===== config.mk =====
export PLATFORM = sky130hd
export DESIGN_NAME = window_address_translator_core
export DESIGN_NICKNAME = d
export VERILOG_FILES = /design/src/design/wat_pkg.sv /design/src/design/wat_ctrl.sv /design/src/design/wat_datapath.sv /design/src/design/window_address_translator_core.sv
export SDC_FILE = /design/constraint.sdc
export NUM_CORES = 2
export LEC_CHECK = 0
export ABC_CLOCK_PERIOD_IN_PS = 16140
export BUFFER_PORTS_ARGS = -buffer_cell sky130_fd_sc_hd__clkbuf_2
export CAP_MARGIN = 20
export CORE_ASPECT_RATIO = 1.75
export CORE_MARGIN = 2
export CORE_UTILIZATION = 48
export DETAILED_ROUTE_END_ITERATION = 10
export HOLD_SLACK_MARGIN = 0.08
export PLACE_DENSITY = 0.71
export SLEW_MARGIN = 20
export SYNTH_ARGS = -nofsm -noshare
export SYNTH_HDL_FRONTEND = slang
export SYNTH_SLANG_ARGS = --single-unit
export TNS_END_PERCENT = 20

===== constraint.sdc =====
create_clock -name clk -period 16.14 [get_ports clk]
set_input_delay 3.228 -clock clk [delete_from_list [all_inputs] [get_ports clk]]
set_output_delay 3.228 -clock clk [all_outputs]
set_load 0.05 [all_outputs]

===== src/design/wat_pkg.sv =====
// ----------------------------------------------------------------------------
// Window address translator package
// Shared types and constants for the controller and the datapath.
// ----------------------------------------------------------------------------
package wat_pkg;

  // Beat widths on the stream ports.
  localparam int IN_DATA_W  = 200;
  localparam int OUT_DATA_W = 40;
  localparam int FIELD_W    = 32;
  localparam int IDX_W      = 3;
  localparam int STATUS_W   = 2;

  // Configuration port.
  localparam int CFG_ADDR_W = 1;
  localparam int CFG_DATA_W = 32;
  localparam logic [CFG_ADDR_W-1:0] REG_DEVICE_SIZE  = 1'b0;
  localparam logic [CFG_ADDR_W-1:0] REG_WINDOW_COUNT = 1'b1;
  localparam int WIN_CNT_W = 4;

  // Result status codes.
  typedef enum logic [STATUS_W-1:0] {
    ST_OK         = 2'd0,
    ST_OUT_DEVICE = 2'd1,
    ST_NO_WINDOW  = 2'd2,
    ST_OUT_TARGET = 2'd3
  } status_t;

  typedef enum logic [2:0] {
    S_IDLE,
    S_DISPATCH,
    S_SEARCH,
    S_REBASE,
    S_TARGET,
    S_FINISH
  } fsm_state_t;

  // Commands from the controller to the datapath.
  typedef struct packed {
    logic    capture;
    logic    mem_wr;
    logic    rd_en;
    logic    rd_clr;
    logic    rebase_en;
    logic    res_set;
    status_t res_code;
    logic    out_load;
  } cmd_t;

  // Status from the datapath to the controller.
  typedef struct packed {
    logic is_load;
    logic dev_ok;
    logic cap_zero;
    logic win_hit;
    logic ptr_last;
    logic tgt_ok;
    logic out_free;
  } sts_t;

endpackage


===== src/design/wat_ctrl.sv =====
// ----------------------------------------------------------------------------
// Window address translator controller
// Sequences one item at a time: dispatch, window search, rebase, target check.
// ----------------------------------------------------------------------------
module wat_ctrl (
  input  logic          clk,
  input  logic          rst_n,
  input  logic          in_tvalid,
  output logic          in_tready,
  input  wat_pkg::sts_t sts,
  output wat_pkg::cmd_t cmd
);
  import wat_pkg::*;

  fsm_state_t state_r;
  fsm_state_t state_nxt;

  always_ff @(posedge clk) begin
    if (!rst_n) begin
      state_r <= S_IDLE;
    end else begin
      state_r <= state_nxt;
    end
  end

  always_comb begin
    state_nxt = state_r;
    cmd       = '0;
    in_tready = 1'b0;
    case (state_r)
      S_IDLE: begin
        in_tready = 1'b1;
        if (in_tvalid) begin
          cmd.capture = 1'b1;
          state_nxt   = S_DISPATCH;
        end
      end
      S_DISPATCH: begin
        // Loads complete here; translations are first checked against the device.
        if (sts.is_load) begin
          cmd.mem_wr   = 1'b1;
          cmd.res_set  = 1'b1;
          cmd.res_code = ST_OK;
          state_nxt    = S_FINISH;
        end else if (!sts.dev_ok) begin
          cmd.res_set  = 1'b1;
          cmd.res_code = ST_OUT_DEVICE;
          state_nxt    = S_FINISH;
        end else if (sts.cap_zero) begin
          cmd.res_set  = 1'b1;
          cmd.res_code = ST_NO_WINDOW;
          state_nxt    = S_FINISH;
        end else begin
          cmd.rd_en  = 1'b1;
          cmd.rd_clr = 1'b1;
          state_nxt  = S_SEARCH;
        end
      end
      S_SEARCH: begin
        if (sts.win_hit) begin
          state_nxt = S_REBASE;
        end else if (sts.ptr_last) begin
          cmd.res_set  = 1'b1;
          cmd.res_code = ST_NO_WINDOW;
          state_nxt    = S_FINISH;
        end else begin
          cmd.rd_en = 1'b1;
        end
      end
      S_REBASE: begin
        cmd.rebase_en = 1'b1;
        state_nxt     = S_TARGET;
      end
      S_TARGET: begin
        cmd.res_set  = 1'b1;
        cmd.res_code = sts.tgt_ok ? ST_OK : ST_OUT_TARGET;
        state_nxt    = S_FINISH;
      end
      S_FINISH: begin
        if (sts.out_free) begin
          cmd.out_load = 1'b1;
          state_nxt    = S_IDLE;
        end
      end
      default: begin
        state_nxt = S_IDLE;
      end
    endcase
  end

endmodule


===== src/design/wat_datapath.sv =====
// ----------------------------------------------------------------------------
// Window address translator datapath
// Configuration registers, window table memory, span checks and result register.
// ----------------------------------------------------------------------------
module wat_datapath #(
  parameter int MAX_WINDOWS = 8,
  parameter int ADDR_BITS   = 32
) (
  input  logic                             clk,
  input  logic                             rst_n,
  input  logic                             cfg_wr_en,
  input  logic [wat_pkg::CFG_ADDR_W-1:0]   cfg_addr,
  input  logic [wat_pkg::CFG_DATA_W-1:0]   cfg_wdata,
  input  logic [wat_pkg::IN_DATA_W-1:0]    in_tdata,
  input  logic                             in_tuser,
  output logic                             out_tvalid,
  input  logic                             out_tready,
  output logic [wat_pkg::OUT_DATA_W-1:0]   out_tdata,
  input  wat_pkg::cmd_t                    cmd,
  output wat_pkg::sts_t                    sts
);
  import wat_pkg::*;

  localparam int AW = ADDR_BITS;
  localparam int IW = (MAX_WINDOWS > 1) ? $clog2(MAX_WINDOWS) : 1;
  localparam int CW = (IW + 1 > WIN_CNT_W) ? IW + 1 : WIN_CNT_W;

  // Fits a 32-bit field into the address width, truncating or zero-extending.
  function automatic logic [AW-1:0] to_aw(input logic [FIELD_W-1:0] v);
    logic [AW+FIELD_W-1:0] e;
    e = {{AW{1'b0}}, v};
    return e[AW-1:0];
  endfunction

  // Configuration registers.
  logic [FIELD_W-1:0]   dev_size_r;
  logic [WIN_CNT_W-1:0] win_cnt_r;

  always_ff @(posedge clk) begin
    if (!rst_n) begin
      dev_size_r <= '0;
      win_cnt_r  <= '0;
    end else if (cfg_wr_en) begin
      case (cfg_addr)
        REG_DEVICE_SIZE:  dev_size_r <= cfg_wdata;
        REG_WINDOW_COUNT: win_cnt_r  <= cfg_wdata[WIN_CNT_W-1:0];
        default: ;
      endcase
    end
  end

  // Captured item.
  logic          mode_r;
  logic [IDX_W-1:0] idx_r;
  logic [AW-1:0] off_r;
  logic [AW-1:0] len_r;
  logic [AW-1:0] ld_start_r;
  logic [AW-1:0] ld_len_r;
  logic [AW-1:0] ld_base_r;
  logic [AW-1:0] ld_tlen_r;

  always_ff @(posedge clk) begin
    if (cmd.capture) begin
      mode_r     <= in_tuser;
      idx_r      <= in_tdata[2:0];
      off_r      <= to_aw(in_tdata[34:3]);
      len_r      <= to_aw(in_tdata[66:35]);
      ld_start_r <= to_aw(in_tdata[98:67]);
      ld_len_r   <= to_aw(in_tdata[130:99]);
      ld_base_r  <= to_aw(in_tdata[162:131]);
      ld_tlen_r  <= to_aw(in_tdata[194:163]);
    end
  end

  // Window table: one entry holds start, length, target base and target length.
  logic [4*AW-1:0] win_mem [MAX_WINDOWS];
  logic [4*AW-1:0] rd_data_r;
  logic [IW-1:0]   ptr_r;
  logic [IW-1:0]   rd_addr;
  logic [IW+IDX_W-1:0] idx_ext;
  logic [IW-1:0]   wr_addr;
  logic            idx_ok;

  always_comb begin
    idx_ext = {{IW{1'b0}}, idx_r};
    wr_addr = idx_ext[IW-1:0];
    idx_ok  = (idx_ext < (IW + IDX_W)'(MAX_WINDOWS));
    rd_addr = cmd.rd_clr ? '0 : ptr_r + IW'(1);
  end

  always_ff @(posedge clk) begin
    if (cmd.mem_wr && idx_ok) begin
      win_mem[wr_addr] <= {ld_tlen_r, ld_base_r, ld_len_r, ld_start_r};
    end
  end

  always_ff @(posedge clk) begin
    if (cmd.rd_en) begin
      rd_data_r <= win_mem[rd_addr];
      ptr_r     <= rd_addr;
    end
  end

  logic [AW-1:0] rs_start;
  logic [AW-1:0] rs_len;
  logic [AW-1:0] rs_base;
  logic [AW-1:0] rs_tlen;
  assign {rs_tlen, rs_base, rs_len, rs_start} = rd_data_r;

  // Span checks; all sums wrap at the address width.
  logic [AW-1:0] req_end;
  logic [AW-1:0] win_end;
  logic [AW-1:0] reb_end;
  logic [AW-1:0] tgt_end;
  logic [AW-1:0] rebased_r;
  logic [CW-1:0] cap;
  logic [CW-1:0] cnt_ext;

  always_comb begin
    req_end = off_r + len_r;
    win_end = rs_start + rs_len;
    reb_end = rebased_r + len_r;
    tgt_end = rs_base + rs_tlen;
    cnt_ext = CW'(win_cnt_r);
    cap     = (cnt_ext > CW'(MAX_WINDOWS)) ? CW'(MAX_WINDOWS) : cnt_ext;
  end

  always_ff @(posedge clk) begin
    if (cmd.rebase_en) begin
      rebased_r <= off_r - rs_start + rs_base;
    end
  end

  // Result code and output register.
  status_t res_code_r;
  logic    out_valid_r;
  status_t out_status_r;
  logic [IDX_W-1:0]   out_hit_r;
  logic [FIELD_W-1:0] out_root_r;
  logic [IW+IDX_W-1:0]    ptr_ext;
  logic [AW+FIELD_W-1:0]  root_ext;

  always_ff @(posedge clk) begin
    if (cmd.res_set) begin
      res_code_r <= cmd.res_code;
    end
  end

  always_comb begin
    ptr_ext  = {{IDX_W{1'b0}}, ptr_r};
    root_ext = {{FIELD_W{1'b0}}, rebased_r};
  end

  always_ff @(posedge clk) begin
    if (!rst_n) begin
      out_valid_r <= 1'b0;
    end else if (cmd.out_load) begin
      out_valid_r <= 1'b1;
    end else if (out_tready) begin
      out_valid_r <= 1'b0;
    end
  end

  always_ff @(posedge clk) begin
    if (cmd.out_load) begin
      out_status_r <= res_code_r;
      out_hit_r    <= (!mode_r && (res_code_r == ST_OK || res_code_r == ST_OUT_TARGET))
                      ? ptr_ext[IDX_W-1:0] : '0;
      out_root_r   <= (!mode_r && res_code_r == ST_OK) ? root_ext[FIELD_W-1:0] : '0;
    end
  end

  assign out_tvalid = out_valid_r;
  assign out_tdata  = {3'b000, out_root_r, out_hit_r, out_status_r};

  always_comb begin
    sts.is_load  = mode_r;
    sts.dev_ok   = (req_end <= to_aw(dev_size_r)) && (req_end >= off_r);
    sts.cap_zero = (cap == '0);
    sts.win_hit  = (off_r >= rs_start) && (req_end <= win_end) && (req_end >= off_r);
    sts.ptr_last = ((CW'(ptr_r) + CW'(1)) >= cap);
    sts.tgt_ok   = (rebased_r >= rs_base) && (reb_end <= tgt_end) && (reb_end >= rebased_r);
    sts.out_free = !out_valid_r || out_tready;
  end

  // A failed device or window check never reports a window index.
  a_hit_zero: assert property (@(posedge clk) disable iff (!rst_n)
    out_valid_r && (out_status_r == ST_OUT_DEVICE || out_status_r == ST_NO_WINDOW)
    |-> out_hit_r == '0)
    else $error("hit index set on a failed lookup");

  // Only a successful translation carries a translated offset.
  a_root_zero: assert property (@(posedge clk) disable iff (!rst_n)
    out_valid_r && out_status_r != ST_OK |-> out_root_r == '0)
    else $error("root offset set on a failed translation");

  // The result register is never overwritten while a beat is still waiting.
  a_no_overwrite: assert property (@(posedge clk) disable iff (!rst_n)
    cmd.out_load |-> sts.out_free)
    else $error("result loaded over a pending beat");

  // The search never steps past the last window in use.
  a_search_bound: assert property (@(posedge clk) disable iff (!rst_n)
    cmd.rd_en && !cmd.rd_clr |-> !sts.ptr_last)
    else $error("window search ran past the window count");

endmodule


===== src/design/window_address_translator_core.sv =====
// ----------------------------------------------------------------------------
// Window address translator core
// Remaps device-space requests through a small table of address windows.
// ----------------------------------------------------------------------------
// Usage. Items arrive on the in_ stream. With in_tuser high a beat loads one
// window entry (span in device space, target base and length); with it low
// the beat is a translation request (offset, size). Every item yields exactly
// one beat on the out_ stream carrying a status code, the matching window
// index and the translated root offset. The device size and the number of
// windows searched are set through the cfg_ write port, by the user only while
// the block is idle (the block has no check for this); windows must be loaded
// before they are searched. Timing. One item is worked on at a time. A load,
// a translation that fails the device check and one with no window to search
// go straight from dispatch to the result register. Other translations read
// the window table from entry 0 until a match or the last window in use, since
// the table has a single read port and the search reads one entry per cycle;
// a match then passes the rebase and target steps. The result beat is
// presented in the next cycle, when the next item is accepted.
// Reset clears the controller, the result valid flag and both configuration
// registers; the window table is not cleared. When the receiver stalls the
// result beat holds in the output register, a new item may still be accepted
// and worked on, and the controller waits before loading the next result.
// ----------------------------------------------------------------------------
module window_address_translator_core #(
  parameter int MAX_WINDOWS = 8,
  parameter int ADDR_BITS   = 32
) (
  input  logic                            clk,
  input  logic                            rst_n,
  // Configuration: index 0 device size, index 1 number of windows searched.
  input  logic                            cfg_wr_en,
  input  logic [wat_pkg::CFG_ADDR_W-1:0]  cfg_addr,
  input  logic [wat_pkg::CFG_DATA_W-1:0]  cfg_wdata,
  // Request stream.
  input  logic                            in_tvalid,
  output logic                            in_tready,
  // in_tdata, from bit 0: entry_index[3], req_offset[32], req_size[32],
  // load_win_start[32], load_win_len[32], load_target_base[32],
  // load_target_len[32], five zero bits.
  input  logic [wat_pkg::IN_DATA_W-1:0]   in_tdata,
  // in_tuser: mode (0 translate, 1 load window).
  input  logic                            in_tuser,
  // Result stream.
  output logic                            out_tvalid,
  input  logic                            out_tready,
  // out_tdata, from bit 0: status[2], hit_index[3], root_offset[32],
  // three zero bits.
  output logic [wat_pkg::OUT_DATA_W-1:0]  out_tdata
);
  import wat_pkg::*;

  cmd_t cmd;
  sts_t sts;

  // The controller owns the input handshake and the order of the steps.
  wat_ctrl u_ctrl (
    .clk       (clk),
    .rst_n     (rst_n),
    .in_tvalid (in_tvalid),
    .in_tready (in_tready),
    .sts       (sts),
    .cmd       (cmd)
  );

  // The datapath holds the registers, the window table and the result beat.
  wat_datapath #(
    .MAX_WINDOWS (MAX_WINDOWS),
    .ADDR_BITS   (ADDR_BITS)
  ) u_datapath (
    .clk        (clk),
    .rst_n      (rst_n),
    .cfg_wr_en  (cfg_wr_en),
    .cfg_addr   (cfg_addr),
    .cfg_wdata  (cfg_wdata),
    .in_tdata   (in_tdata),
    .in_tuser   (in_tuser),
    .out_tvalid (out_tvalid),
    .out_tready (out_tready),
    .out_tdata  (out_tdata),
    .cmd        (cmd),
    .sts        (sts)
  );

endmodule

==> impl_metrics.tcl <==
set metrics [dict create \
    maxSlewViolCount 0 \
    die-width_um 283 \
    antenna_found_initial 3 \
    drt-initial-drc-count 4235 \
    holdBufCountCts 0 \
    htree_levels 4 \
    drive_above_1_share_pct 13.5 \
    p_leak_nw 26.5 \
    ys.flop_type "edfxtp_1" \
    peakVddDrop_uv 108 \
    yosysWarningCount 0 \
    end_kind "flip-flop" \
    synth_edf_count 1422 \
    fin_setup_tns_ns 0 \
    syn_area_mm2 0.0653 \
    netlist_top_cells_area "edfxtp_1 (65%), ha_1 (7.4%), a221oi_1 (5.2%), a21oi_1 (2.3%), mux2_2 (2.2%)" \
    r2r_slack_ns 6.75 \
    min_from "u_datapath.res_code_r[1]" \
    core_mm2 0.135 \
    detail_route.wl_per_cell_um 26.2 \
    met1_usage_pct 32.8 \
    ioPinCount 281 \
    rsz0062_at_grt "false" \
    clk_latency_ns 0.80 \
    cp_data_arrival_time_ns 9.96 \
    clock-sinks 1462 \
    cts_resized 0 \
    r2r_start "u_datapath.len_r[0]" \
    critical_path_class "flip-flop to flip-flop" \
    grt_use_total_pct 24.8 \
    die_area_mm2 0.139 \
    period_minus_slack_ns 9.39 \
    crit_fanout 135 \
    initial_core_util_pct 48.2 \
    grt_max_degree 145 \
    grt_pass1_vias 40500 \
    relSlewSlack_pct 27.5 \
    cts_tree "built" \
    fmax_ghz 0.106 \
    place_congestion 0.937 \
    num_rows 179 \
    hold_depth 0 \
    ys_types 78 \
    setup_viol 0 \
    numCtsBuffers 131 \
    holdWs_ns 0.455 \
    worstMarginPinSlew_ns 1.09 \
    dieHeight_um 492 \
    start_kind "flip-flop" \
    stdcell_area_mm2 0.0730 \
    drt-vias-per-instance 6.06 \
    yosysMostFrequentCell "edfxtp_1" \
    total_power_mw 8.72 \
    vias 40700 \
    met2_usage_pct 40.2 \
    post_cts_buffers 0 \
    hp-class "flip-flop to flip-flop" \
    max-cap-violations 0 \
    clockRootBuffer "clkbuf_16" \
    dr.pass1.iters 8 \
    dpl_cell_area_mm2 0.0688 \
    grt-busiest-layer "met2" \
    worstPathRequired_ns 16.70 \
    outcome "finished clean" \
    ys_async_sr_fraction_pct 0 \
    ys_ff_latch 1462 \
    min_period_over_period_pct 58.2 \
    hold_viol_final 0 \
    finClkSkew_ns 0.0358 \
    yosysTopAreaCell "edfxtp_1" \
    num-fill-cells 10800 \
    power.density_mw_per_mm2 119 \
    synth.top_cells.by_count "edfxtp_1 (1,422), a221oi_1 (386), ha_1 (385)" \
    clk_pin_slew_ns 0.07 \
    hpwl_um 108000 \
    grt.overflow.total 0 \
    r2r_end "u_datapath.rd_data_r[31]" \
    grtUsageMet3_pct 3.58 \
    yosysSeqAreaShare_pct 66.6 \
    final_util_pct 53.9 \
    cts_buffer_depth 3 \
    yosys.area.top_type_share_pct 65.3 \
    r2r.worst_path.cells 25 \
    hold_end "u_datapath.out_status_r[1]" \
    drc 0 \
    syn_inst 4524 \
    num-nets-final 5453 \
    drtAntennaViolNets 0 \
    port_buffers 272 \
    grt_pass1_wl_um 257000 \
    syn_area_per_cell_um2 14.4 \
    syn2layout_area_growth_pct 11.7 \
    finalWirelength_um 176000 \
]
worst max-delay path by stage:
stage	depth (start not counted)	slack, ns	endpoint	startpoint
4_1_cts	25	6.95	u_datapath.rd_data_r[31]	u_datapath.len_r[0]
3_3_place_gp	25	7.03	u_datapath.rd_data_r[31]	u_datapath.len_r[1]
5_1_grt	26	6.22	u_datapath.rd_data_r[31]	u_datapath.len_r[0]
2_1_floorplan	5	5.76	u_datapath.win_mem[0][0]	u_ctrl.state_r[0]
6_report	25	6.75	u_datapath.rd_data_r[31]	u_datapath.len_r[0]
3_5_place_dp	25	7.01	u_datapath.rd_data_r[31]	u_datapath.len_r[0]
power breakdown:
part / internal, mW / switching, mW / leakage [nW] / total, mW
combinational: 0.434 / 0.715 / 11.2 / 1.15
sequential: 4.37 / 0.140 / 13.2 / 4.51
clock: 1.65 / 1.42 / 2.02 / 3.07
placed cells by master, fill, tap and decap left out, types with 7 or more instances in the layout:
cell type / n
clkbuf_2: 272
nand2_1: 258
buf_4: 31
a21o_1: 161
o21bai_1: 21
bufinv_16: 7
clkinv_2: 15
nor2_1: 220
clkinv_16: 8
nand3_1: 33
xor2_1: 53
a211o_1: 7
inv_1: 271
clkbuf_1: 32
a221oi_1: 386
a21boi_0: 46
fa_1: 35
a211oi_1: 13
nor2b_1: 28
mux2_2: 128
clkbuf_16: 131
o21ai_0: 92
edfxtp_1: 1422
dfxtp_1: 40
ha_1: 384
nand4_1: 45
a31oi_1: 13
xnor2_1: 94
nor3_1: 30
and2_1: 43
or3_1: 14
a21oi_1: 294
clkinv_1: 27
and3_1: 15
buf_12: 9
o211ai_1: 12
nor2_4: 7
o21a_1: 27
nand2b_1: 34
and4_1: 13
per-layer routing:
layer	share of wire, %	vias to the layer above
met4	5.0	0
li1	-	18100
met5	0	-
met2	47	2026
met1	40	20100
met3	7.8	396
cell families (layout without fill, tap and decap cells):
logic type | after synthesis | in the layout | synth area share (%)
XOR/XNOR | 147 | 147 | 1.97
AND/OR/NAND/NOR | 771 | 771 | 5.50
adder cells (fa/ha/maj) | 420 | 420 | 8.44
flip-flops | 1462 | 1462 | 66.6
other | 1 | 5 | 0.00574
AO/OA/AOI/OAI | 1145 | 1145 | 12.6
multiplexers | 128 | 128 | 2.21
buffers and inverters | 450 | 823 | 2.72
sequential cells by signal, summed over array words and instances, names as in the netlist, 4 cells and up:
| register | flops |
|---|---|
| u_datapath.win_mem | 1024 |
| u_datapath.rd_data_r | 128 |
| u_datapath.dev_size_r | 32 |
| u_datapath.ld_base_r | 32 |
| u_datapath.ld_len_r | 32 |
| u_datapath.ld_start_r | 32 |
| u_datapath.ld_tlen_r | 32 |
| u_datapath.len_r | 32 |
| u_datapath.off_r | 32 |
| u_datapath.out_root_r | 32 |
| u_datapath.rebased_r | 32 |
| u_datapath.cnt_ext | 4 |
layout make-up:
| class | instances | area [um2] | share of cell area [%] |
|---|---|---|---|
| Clock buffer | 163 | 3400 | 4.65 |
| Sequential cell | 1462 | 43500 | 59.6 |
| Tap cell | 1810 | 2260 | 3.10 |
| Clock inverter | 75 | 817 | 1.12 |
| Inverter | 272 | 1020 | 1.40 |
| Timing Repair Buffer | 313 | 1800 | 2.47 |
| Multi-Input combinational cell | 2614 | 20200 | 27.7 |
| Antenna cell | 2 | 5.00 | 0.00685 |
worst max-delay path, stage by stage (launching register included):
cell and delay, ns:
edfxtp_1 0.53, ha_1 0.22, inv_1 0.06, fa_1 0.40, nor2b_1 0.11, o21ai_0 0.12, a21boi_0 0.39, o211ai_1 0.18
a21oi_1 0.24, o21ai_0 0.32, o211ai_1 0.37, a31oi_1 0.21, o311ai_1 0.84, ha_1 0.23, nand4_1 0.15, nor4_1 0.32
nand2_1 0.11, nor3_1 0.27, a211oi_2 0.21, nor4_4 0.36, buf_12 0.71, a21o_4 0.52, buf_4 0.76, buf_4 0.78
a221oi_1 0.20, a21oi_1 0.37
stage by stage:
| stage | setup slack (ns) | cells |
|---|---|---|
| 2_1_floorplan | 5.76 | 4526 |
| 6_report | 6.75 | 6711 |
| 4_1_cts | 6.95 | 6709 |
| 3_5_place_dp | 7.01 | 6471 |
| 3_3_place_gp | 7.03 | 6470 |
| 5_1_grt | 6.22 | 6710 |
(Power assumes the default switching activity.)
